--- src/design/hsl2rgb_pkg.sv ---
`default_nettype none

package hsl2rgb_pkg;

    // Field widths fixed by the pixel format
    localparam int IN_W = 13;
    localparam int CH_W = 8;
    localparam logic [CH_W-1:0] CH_MAX = 8'd255;

    // Hue sector size in whole degrees
    localparam int SECT_DEG = 60;

    // q / 60 as (q * 8739) >> 19, exact for q below 10082
    localparam int DIV60_MUL   = 8739;
    localparam int DIV60_MUL_W = 14;
    localparam int DIV60_SHIFT = 19;

    // k / 6 as (k * 171) >> 10, exact for k below 512
    localparam int DIV6_MUL   = 171;
    localparam int DIV6_W     = 16;
    localparam int DIV6_SHIFT = 10;
    localparam int DIV6_Q_W   = 5;

    // Whole-degree quotient by 60 of a 13-bit value is at most 136
    localparam int K_W = 8;
    // Remainder of whole degrees modulo 60
    localparam int RMOD_W = 6;

    // Channel scale: 255 over the unit, and 255/60 reduced to 17/4
    localparam int CH_SCALE = 255;
    localparam int X_SCALE  = 17;
    localparam int X_SCALE_W = 5;

    typedef enum logic [2:0] {
        SECT_000_060 = 3'd0,
        SECT_060_120 = 3'd1,
        SECT_120_180 = 3'd2,
        SECT_180_240 = 3'd3,
        SECT_240_300 = 3'd4,
        SECT_300_360 = 3'd5
    } t_sector;

endpackage

`default_nettype wire

--- src/design/hsl_to_rgb_converter.sv ---
// HSL to RGB pixel converter.
// Input channel: i_in_valid / o_in_ready carry one pixel per transaction on
// i_hue (1/2^HUE_FRAC_BITS degree), i_saturation and i_lightness (unsigned,
// 2^UNIT_FRAC_BITS is 1.0). Output channel: o_out_valid / i_out_ready carry
// o_red, o_green, o_blue, each floor((component + offset) * 255).
// Hue at or beyond 360 degrees wraps; saturation or lightness above 1.0
// are taken as 1.0.
// Six register stages (clamp and hue/60, chroma multiply, offset, secondary
// multiply, scaling, sector select into the output register) lie between the
// accepting edge and o_out_valid. Throughput: one pixel per cycle while the
// receiver does not stall; each stage holds one pixel.
// When the receiver stalls, the output register holds its pixel and the
// stages behind it keep filling until every stage is occupied; only then
// does o_in_ready drop. Nothing is dropped or repeated.
// Reset (i_rst_n low, synchronous) empties every stage; o_out_valid falls
// and o_in_ready is high in the first cycle after reset.
`default_nettype none

module hsl_to_rgb_converter #(
    parameter int UNIT_FRAC_BITS = 12,
    parameter int HUE_FRAC_BITS  = 4
) (
    input  wire logic                          i_clk,
    input  wire logic                          i_rst_n,
    input  wire logic                          i_in_valid,
    output logic                               o_in_ready,
    input  wire logic [hsl2rgb_pkg::IN_W-1:0]  i_hue,
    input  wire logic [hsl2rgb_pkg::IN_W-1:0]  i_saturation,
    input  wire logic [hsl2rgb_pkg::IN_W-1:0]  i_lightness,
    output logic                               o_out_valid,
    input  wire logic                          i_out_ready,
    output logic      [hsl2rgb_pkg::CH_W-1:0]  o_red,
    output logic      [hsl2rgb_pkg::CH_W-1:0]  o_green,
    output logic      [hsl2rgb_pkg::CH_W-1:0]  o_blue
);

    import hsl2rgb_pkg::*;

    localparam int NS       = 6;
    localparam int UW       = UNIT_FRAC_BITS + 1;          // holds 1.0
    localparam int EW       = (UW > IN_W) ? UW : IN_W;
    localparam int UNIT_ONE = 1 << UNIT_FRAC_BITS;
    localparam int RW       = 6 + HUE_FRAC_BITS;           // hue within a sector, up to H60
    localparam int H60      = SECT_DEG << HUE_FRAC_BITS;
    localparam int LO_MASK  = (1 << HUE_FRAC_BITS) - 1;
    localparam int KPW      = IN_W + DIV60_MUL_W;
    localparam int CW       = 2 * UW - 1;                  // chroma, up to U^2
    localparam int AW       = 2 * UW;                      // 2*l*U - c, up to 2*U^2
    localparam int PW       = CW + RW;
    localparam int V0W      = AW + 8;
    localparam int VCW      = AW + 9;
    localparam int VXW      = AW + RW + 1;
    localparam int VXSW     = VXW + X_SCALE_W;
    localparam int SH_C     = 2 * UNIT_FRAC_BITS + 1;
    localparam int SH_X     = 2 * UNIT_FRAC_BITS + HUE_FRAC_BITS + 3;

    // stage valid bits and per-stage advance
    logic [NS-1:0] r_vld;
    logic [NS-1:0] n_vld;
    logic [NS-1:0] adv;

    always_comb begin
        adv[NS-1] = !r_vld[NS-1] || i_out_ready;
        for (int k = NS - 2; k >= 0; k--) begin
            adv[k] = !r_vld[k] || adv[k+1];
        end
        for (int k = 0; k < NS; k++) begin
            if (adv[k]) begin
                n_vld[k] = (k == 0) ? i_in_valid : r_vld[(k == 0) ? 0 : k - 1];
            end else begin
                n_vld[k] = r_vld[k];
            end
        end
    end

    always_ff @(posedge i_clk) begin
        if (!i_rst_n) begin
            r_vld <= '0;
        end else begin
            r_vld <= n_vld;
        end
    end

    assign o_in_ready  = adv[0];
    assign o_out_valid = r_vld[NS-1];

    // ---------------- stage 1: clamp, lightness distance, whole degrees / 60
    logic [EW-1:0]   sat_ext;
    logic [EW-1:0]   lit_ext;
    logic [UW-1:0]   sat_c;
    logic [UW-1:0]   lit_c;
    logic [UW:0]     twol;
    logic [UW:0]     ldev;
    logic [IN_W-1:0] q1;
    logic [KPW-1:0]  kprod;

    logic [UW-1:0]   r_s1_sat;
    logic [UW-1:0]   r_s1_lit;
    logic [UW-1:0]   r_s1_ud;
    logic [IN_W-1:0] r_s1_hue;
    logic [K_W-1:0]  r_s1_k;

    always_comb begin
        sat_ext = EW'(i_saturation);
        lit_ext = EW'(i_lightness);
        sat_c   = (sat_ext > EW'(UNIT_ONE)) ? UW'(UNIT_ONE) : UW'(sat_ext);
        lit_c   = (lit_ext > EW'(UNIT_ONE)) ? UW'(UNIT_ONE) : UW'(lit_ext);
        twol    = {lit_c, 1'b0};
        ldev    = (twol >= (UW+1)'(UNIT_ONE)) ? (twol - (UW+1)'(UNIT_ONE))
                                              : ((UW+1)'(UNIT_ONE) - twol);
        q1      = i_hue >> HUE_FRAC_BITS;
        kprod   = KPW'(q1) * KPW'(DIV60_MUL);
    end

    always_ff @(posedge i_clk) begin
        if (adv[0]) begin
            r_s1_sat <= sat_c;
            r_s1_lit <= lit_c;
            r_s1_ud  <= UW'(UNIT_ONE) - UW'(ldev);
            r_s1_hue <= i_hue;
            r_s1_k   <= kprod[DIV60_SHIFT +: K_W];
        end
    end

    // ---------------- stage 2: chroma, hue within sector, sector number
    logic [IN_W-1:0]   q2;
    logic [IN_W-1:0]   rmod_full;
    logic [IN_W-1:0]   hue_lo;
    logic [DIV6_W-1:0] kd6prod;
    logic [K_W-1:0]    sect_full;

    logic [CW-1:0]     r_s2_cn;
    logic [UW-1:0]     r_s2_lit;
    logic [RW-1:0]     r_s2_r;
    logic              r_s2_odd;
    t_sector           r_s2_sector;

    always_comb begin
        q2        = r_s1_hue >> HUE_FRAC_BITS;
        rmod_full = q2 - IN_W'(r_s1_k) * IN_W'(SECT_DEG);
        hue_lo    = r_s1_hue & IN_W'(LO_MASK);
        kd6prod   = DIV6_W'(r_s1_k) * DIV6_W'(DIV6_MUL);
        // k mod 6 picks the sector, so hue wraps at 360 degrees for free
        sect_full = r_s1_k - K_W'(kd6prod[DIV6_SHIFT +: DIV6_Q_W]) * K_W'(6);
    end

    always_ff @(posedge i_clk) begin
        if (adv[1]) begin
            r_s2_cn     <= CW'(AW'(r_s1_ud) * AW'(r_s1_sat));
            r_s2_lit    <= r_s1_lit;
            r_s2_r      <= (RW'(rmod_full[RMOD_W-1:0]) << HUE_FRAC_BITS) | RW'(hue_lo);
            r_s2_odd    <= r_s1_k[0];
            r_s2_sector <= t_sector'(sect_full[2:0]);
        end
    end

    // ---------------- stage 3: offset term and secondary weight
    logic [CW-1:0] r_s3_cn;
    logic [AW-1:0] r_s3_a;
    logic [RW-1:0] r_s3_y;
    t_sector       r_s3_sector;

    always_ff @(posedge i_clk) begin
        if (adv[2]) begin
            r_s3_cn     <= r_s2_cn;
            r_s3_a      <= (AW'(r_s2_lit) << (UNIT_FRAC_BITS + 1)) - AW'(r_s2_cn);
            // odd sectors fall from the peak, even ones rise to it
            r_s3_y      <= r_s2_odd ? (RW'(H60) - r_s2_r) : r_s2_r;
            r_s3_sector <= r_s2_sector;
        end
    end

    // ---------------- stage 4: secondary product
    logic [PW-1:0] r_s4_px;
    logic [CW-1:0] r_s4_cn;
    logic [AW-1:0] r_s4_a;
    t_sector       r_s4_sector;

    always_ff @(posedge i_clk) begin
        if (adv[3]) begin
            r_s4_px     <= PW'(r_s3_cn) * PW'(r_s3_y);
            r_s4_cn     <= r_s3_cn;
            r_s4_a      <= r_s3_a;
            r_s4_sector <= r_s3_sector;
        end
    end

    // ---------------- stage 5: scale to 255
    logic [VCW-1:0] vc_sum;

    logic [V0W-1:0] r_s5_v0;
    logic [VCW-1:0] r_s5_vc;
    logic [VXW-1:0] r_s5_vx;
    t_sector        r_s5_sector;

    assign vc_sum = VCW'({r_s4_cn, 1'b0}) + VCW'(r_s4_a);

    always_ff @(posedge i_clk) begin
        if (adv[4]) begin
            r_s5_v0     <= V0W'(r_s4_a) * V0W'(CH_SCALE);
            r_s5_vc     <= vc_sum * VCW'(CH_SCALE);
            r_s5_vx     <= VXW'({r_s4_px, 1'b0}) + VXW'(r_s4_a) * VXW'(H60);
            r_s5_sector <= r_s4_sector;
        end
    end

    // ---------------- stage 6: truncate, clamp, place by sector
    logic [V0W-1:0]  c0_sh;
    logic [VCW-1:0]  cc_sh;
    logic [VXSW-1:0] cx_sh;
    logic [CH_W-1:0] ch0;
    logic [CH_W-1:0] chc;
    logic [CH_W-1:0] chx;
    logic [CH_W-1:0] n_red;
    logic [CH_W-1:0] n_green;
    logic [CH_W-1:0] n_blue;

    logic [CH_W-1:0] r_red;
    logic [CH_W-1:0] r_green;
    logic [CH_W-1:0] r_blue;

    always_comb begin
        c0_sh = r_s5_v0 >> SH_C;
        cc_sh = r_s5_vc >> SH_C;
        cx_sh = (VXSW'(r_s5_vx) * VXSW'(X_SCALE)) >> SH_X;
        ch0   = (|c0_sh[V0W-1:CH_W])  ? CH_MAX : c0_sh[CH_W-1:0];
        chc   = (|cc_sh[VCW-1:CH_W])  ? CH_MAX : cc_sh[CH_W-1:0];
        chx   = (|cx_sh[VXSW-1:CH_W]) ? CH_MAX : cx_sh[CH_W-1:0];
        case (r_s5_sector)
            SECT_000_060: begin
                n_red = chc; n_green = chx; n_blue = ch0;
            end
            SECT_060_120: begin
                n_red = chx; n_green = chc; n_blue = ch0;
            end
            SECT_120_180: begin
                n_red = ch0; n_green = chc; n_blue = chx;
            end
            SECT_180_240: begin
                n_red = ch0; n_green = chx; n_blue = chc;
            end
            SECT_240_300: begin
                n_red = chx; n_green = ch0; n_blue = chc;
            end
            default: begin
                // 300 to 360 degrees
                n_red = chc; n_green = ch0; n_blue = chx;
            end
        endcase
    end

    always_ff @(posedge i_clk) begin
        if (adv[5]) begin
            r_red   <= n_red;
            r_green <= n_green;
            r_blue  <= n_blue;
        end
    end

    assign o_red   = r_red;
    assign o_green = r_green;
    assign o_blue  = r_blue;

`ifndef NO_ASSERTIONS
    a_accept_fills_stage1: assert property (@(posedge i_clk) disable iff (!i_rst_n)
        (i_in_valid && o_in_ready) |=> r_vld[0])
        else $error("accepted transaction did not reach stage 1");

    a_full_stall_blocks: assert property (@(posedge i_clk) disable iff (!i_rst_n)
        ((&r_vld) && !i_out_ready) |-> !o_in_ready)
        else $error("input accepted while every stage is full and stalled");

    a_sat_clamped: assert property (@(posedge i_clk) disable iff (!i_rst_n)
        r_vld[0] |-> (r_s1_sat <= UW'(UNIT_ONE) && r_s1_lit <= UW'(UNIT_ONE)))
        else $error("saturation or lightness above unity after clamp");

    a_hue_in_sector: assert property (@(posedge i_clk) disable iff (!i_rst_n)
        r_vld[1] |-> (r_s2_r < RW'(H60)))
        else $error("hue within sector out of range");

    a_sector_range: assert property (@(posedge i_clk) disable iff (!i_rst_n)
        r_vld[1] |-> (r_s2_sector <= SECT_300_360))
        else $error("sector number out of range");
`endif

endmodule

`default_nettype wire
--- config.mk ---
export PLATFORM = sky130hd
export DESIGN_NAME = hsl_to_rgb_converter
export DESIGN_NICKNAME = d
export VERILOG_FILES = /design/src/design/hsl2rgb_pkg.sv /design/src/design/hsl_to_rgb_converter.sv
export SDC_FILE = /design/constraint.sdc
export NUM_CORES = 2
export LEC_CHECK = 0
export BUFFER_PORTS_ARGS = -buffer_cell sky130_fd_sc_hd__buf_2
export CAP_MARGIN = 20
export CORE_MARGIN = 2
export CORE_UTILIZATION = 25
export DETAILED_ROUTE_END_ITERATION = 16
export GPL_ROUTABILITY_DRIVEN = 0
export GPL_TIMING_DRIVEN = 0
export PLACE_DENSITY_LB_ADDON = 0.25
export SETUP_SLACK_MARGIN = 0.5
export SYNTH_ARGS = -nofsm -noshare
export SYNTH_HDL_FRONTEND = slang
export SYNTH_SLANG_ARGS = --single-unit
--- constraint.sdc ---
create_clock -name i_clk -period 11.6 [get_ports i_clk]
set_input_delay 2.9 -clock i_clk [delete_from_list [all_inputs] [get_ports i_clk]]
set_output_delay 2.9 -clock i_clk [all_outputs]
set_load 0.01 [all_outputs]
# Yosys cells after proc, flatten, opt, wreduce, memory -nomap -nowiden
# Index checks and enable logic that the tools add are counted.
# classes
addsub	9
mul	10
n_div	0
magnitude_cmp	3
n_eq_ne	4
shifts	0
muxes	9
bitwise_logic	1
reduce_logical	21
# op_table
cell	n
8-bit one-hot mux with 2 select lines	3
37-bit by 5-bit multiplier with 42-bit output (second input constant)	1
36-bit by 36-bit adder with 37-bit output	1
25-bit by 10-bit multiplier with 35-bit output	1
27-bit by 8-bit multiplier with 35-bit output (second input constant)	1
26-bit by 8-bit multiplier with 34-bit output (second input constant)	1
26-bit by 4-bit multiplier with 30-bit output (second input constant)	1
26-bit by 26-bit adder with 27-bit output	1
13-bit > comparator (second input constant)	2
13-bit two-way mux	2
13-bit subtractor (first input constant)	2
26-bit by 25-bit subtractor with 26-bit output	1
13-bit by 13-bit multiplier with 25-bit output	1
8-bit two-way mux	3
9-bit by 14-bit multiplier with 23-bit output (second input constant)	1
14-bit by 13-bit >= comparator with 1-bit output (second input constant)	1
2-bit OR reduction	7
13-bit subtractor (second input constant)	1
4-bit by 8-bit multiplier with 12-bit output (second input constant)	1
10-bit two-way mux	1
10-bit by 4-bit OR with 10-bit output	1
10-bit subtractor (first input constant)	1
3-bit by 2-bit == test with 1-bit output (second input constant)	2
1-bit logical NOT	6
other kinds (9)	14
# word_totals
regBits	397
latch_bits	0
ram_bits	0
mem_bits_ro	0
inputBits	43
out_inout_bits	26
word_cells	88
n_memories	0

# Depth between registers and ports, before layout
# depth
word_depth	7
mapped_depth	31
depth_no_buf	31

# Worst setup path after synthesis
# No wires, ideal clock.
# synth_timing
path_type	input to output
from	input i_out_ready
to	output o_in_ready
t_arrival_ps	4776
required_ps	8700
setup_slack_ps	3924
stages	4
n_path_buf	0
cell_sequence	nor2b_1 and3_1 and2_1 nand3_1
# synth_between
elab_chain_cells	6
# synth_lines
element	line	source
start, declared	hsl_to_rgb_converter.sv:31	input wire logic i_out_ready,
1-bit logical OR	hsl_to_rgb_converter.sv:63	adv[NS-1] = !r_vld[NS-1] || i_out_ready;
1-bit logical OR (5 in series)	hsl_to_rgb_converter.sv:65	adv[k] = !r_vld[k] || adv[k+1];
end, declared	hsl_to_rgb_converter.sv:26	output logic o_in_ready,
# Every way passes these cells.

# Worst setup path after layout
# layout_timing
from	register r_s4_cn[1]
to	register r_s5_vc[32] (data pin)
# layout_between
elab_chain_cells	2
# layout_lines
element	line	source
start, declared	hsl_to_rgb_converter.sv:175	logic [CW-1:0] r_s4_cn;
start signal, assigned	hsl_to_rgb_converter.sv:182	r_s4_cn <= r_s3_cn;
26-bit by 26-bit adder with 27-bit output	hsl_to_rgb_converter.sv:196	assign vc_sum = VCW'({r_s4_cn, 1'b0}) + VCW'(r_s4_a);
27-bit by 8-bit multiplier with 35-bit output	hsl_to_rgb_converter.sv:201	r_s5_vc <= vc_sum * VCW'(CH_SCALE);
end signal, assigned	hsl_to_rgb_converter.sv:201	
end, declared	hsl_to_rgb_converter.sv:192	logic [VCW-1:0] r_s5_vc;
# Every way passes these cells.
# A chain may end at the register's enable or synchronous reset.

==> flow_summary.toml <==
[setup_path]
cp_top_family = "adder cells"
worst_setup_path_end_kind = "flip-flop"
cp-start-kind = "flip-flop"
slowest_delay_ns = 0.71
worst-path-buf-inv = 4
cp_slowest_cell = "edfxtp_1"
crit_top_cell = "a21oi_1"
worstPathMaxFanout = 10
r2r_cells = 32
critPathKind = "flip-flop to flip-flop"
crit_arrival_ns = 9.07
crit_cells = 32
cp.required_ns = 11.94

[yosys]
yosysWarnings = 0
yosys.area_share.adder = 0.4198
synth_fp_nets = 4767
synth_area_mm2 = 0.03924
synth_enable_flop_cells = 328
syn_inst = 3729
avgSynthCellArea_um2 = 10.52
synth-main-ff-cell = "edfxtp_1"
synthArstFlopShare = 0
synth_xor_area_frac = 0.05156
yosysSeqAreaShare = 0.2541
ys_ff_latch = 334
synth-compound-area-share = 0.09273
synth.distinct_cells = 93
synth_mux_area_frac = 0.0008291
synth_top_family_by_area = "adder cells"
synthSimpleGateAreaFrac = 0.1109

[timing]
fin_crit_ns = 8.728
setup-tns-final_ns = 0
skew_ns = 0.04924
max_freq_mhz = 114.6
rsz0062_at_grt = "false"
drv_slew = 0
slew_headroom = 0.2979
setup_viol = 0
timing.final.crit_share = 0.7524
final-hold-violation-count = 0
tightest_slew_ns = 1.046

[die]
io_pins = 69
dieHeight_um = 400.2
start_util = 0.2515
core_area_mm2 = 0.1560
fp.dieArea_mm2 = 0.1601
dieWidth_um = 400.2
rows = 145

[detailed_routing]
drt-wirelength-per-cell_um = 15.78
drc = 0
vias = 25490
dr.pass1.iters = 7
avgViaCountPerCell = 4.293
drtIter0Drc = 1179
antenna_left = 0
routed_wl_um = 93700

[placement]
placed_area_mm2 = 0.04227
port_buffers = 68
dp_hpwl_um = 79040

[run_status]
status = "completed"

[clocking]
ctsLongestPathBuffers = 3
cts_resized = 0
clk_latency_ns = 0.60
cts_max_level = 2
ctsHoldBuffers = 0
clk_pin_slew_worst_paths_ns = 0.08
cts_tree = "built"
cts-root-buf = "clkbuf_16"
numCtsBuffers = 41
cts_setup_buffers = 0
cts_sinks = 334

[grt]
grt_max_degree = 54
first_global_vias = 27320
grt_usage = 0.1207
grt_overflow = 0
antenna_found_initial = 6
grt_pass1_wl_um = 153200

[layout]
n_antenna_cell = 0
final_nets = 4884
fill_cells = 16470
fin_area_mm2 = 0.04361
multi_input_area_mm2 = 0.02653
register_area_mm2 = 0.009970
drive_gt1_frac = 0.05028
area_growth_pct = 11.14

[hold_path]
hold_path_depth = 0
hold_class = "flip-flop to flip-flop"

[flow_run]
cap_violations = 0
-- cell usage in the layout, fill, tap and decap left out, drive strengths merged, types with 25 or more instances in the layout --
cell type,n
edfxtp,328
xnor2,147
inv,646
fa,533
ha,462
a21oi,159
nand2b,25
buf,83
nand2,349
o21ai,102
and2,163
a21o,80
nand3,35
xor2,81
clkbuf,129
nor2,128
nor2b,47
a31oi,25
nor3,62
-- kinds of logic after synthesis --
| family | count (synthesis) |
|---|---|
| fa+ha+maj | 997 |
| simple gates | 894 |
| buf+inv | 730 |
| compound gates | 543 |
| flops | 334 |
| xor+xnor | 228 |
| mux | 3 |
-- routing by layer --
layer  GRT usage  part of all wire
met5           0           0.00014
met4     0.02294             0.017
met3     0.01333             0.027
met2      0.2029              0.47
met1      0.1677              0.49
-- metrics by stage --
stage / util / hold slack, ns / worst slack [ns] / std cells
2_1_floorplan: - / 0.4003 / 3.924 / 3729
3_3_place_gp: 0.2702 / 0.4049 / 1.477 / 5855
3_5_place_dp: 0.2709 / 0.4045 / 2.326 / 5860
4_1_cts: 0.2795 / 0.4090 / 2.275 / 5935
5_1_grt: 0.2795 / 0.4163 / 2.299 / 5936
6_report: 0.2795 / 0.4072 / 2.872 / 5936
-- final timing paths --
kind | slack, ns | from | end
worst max-delay path | 2.87 | r_s4_cn[1] | r_s5_vc[32]
worst min-delay path | 0.41 | r_s3_a[11] | r_s4_a[11]
worst max register to register | 2.87 | r_s4_cn[1] | r_s5_vc[32]
worst min register to register | 0.41 | r_s3_a[11] | r_s4_a[11]
-- registers in the layout, summed over array words and instances, names as in the netlist, 4 cells and up --
name / flops
r_s1_lit: 13
r_s4_cn: 24
r_s5_vc: 10
r_s2_lit: 13
r_s1_sat: 13
r_s2_cn: 24
o_blue: 8
o_green: 8
r_s1_k: 4
r_s3_y: 10
r_vld: 6
r_s3_a: 24
r_s3_cn: 24
r_s5_vx: 35
o_red: 8
r_s1_hue: 10
r_s5_v0: 9
r_s4_px: 34
r_s1_ud: 11
r_s4_a: 24
r_s2_r: 10
-- Yosys cell counts (all sizes together), types with 17 or more instances --
cell | number | area, um2
a211oi | 22 | 185.2
edfxtp | 328 | 9849
a31oi | 25 | 156.4
and2 | 163 | 1020
o21ai | 102 | 518.0
o21bai | 20 | 150.1
nor3 | 62 | 310.3
inv | 639 | 2399
nand3 | 35 | 175.2
nand2b | 25 | 156.4
xnor2 | 147 | 1306
ha | 462 | 5781
a21o | 80 | 600.6
o21a | 19 | 142.6
xor2 | 81 | 716.9
nand4 | 17 | 118.9
nor2 | 128 | 483.0
a21oi | 159 | 799.5
fa | 533 | 10670
nand2 | 349 | 1313
clkbuf | 81 | 304.0
and3 | 17 | 106.4
nor2b | 47 | 294.0
-- layout make-up --
type,instances,share of cell area
multi-input cells,2665,0.6084
flip-flops and latches,334,0.2286
well taps,2058,0.05904
inverters,639,0.05506
clock buffers,47,0.02453
repair buffers,74,0.01010
plain buffers,91,0.008119
clock inverters,28,0.006140
-- worst register-to-register path, delay by kind of cell (launching register included) --
family / cells / cell delay (ns)
adder cells (fa/ha/maj): 7 / 2.85
flip-flops: 1 / 0.71
XOR/XNOR: 4 / 0.94
buffers and inverters: 4 / 0.55
AND/OR/NAND/NOR: 7 / 1.16
AO/OA/AOI/OAI: 10 / 2.26
Power is left out: the tool's default activity adds up to more than one toggle a clock period on the data nets, which glitch-free logic cannot reach.
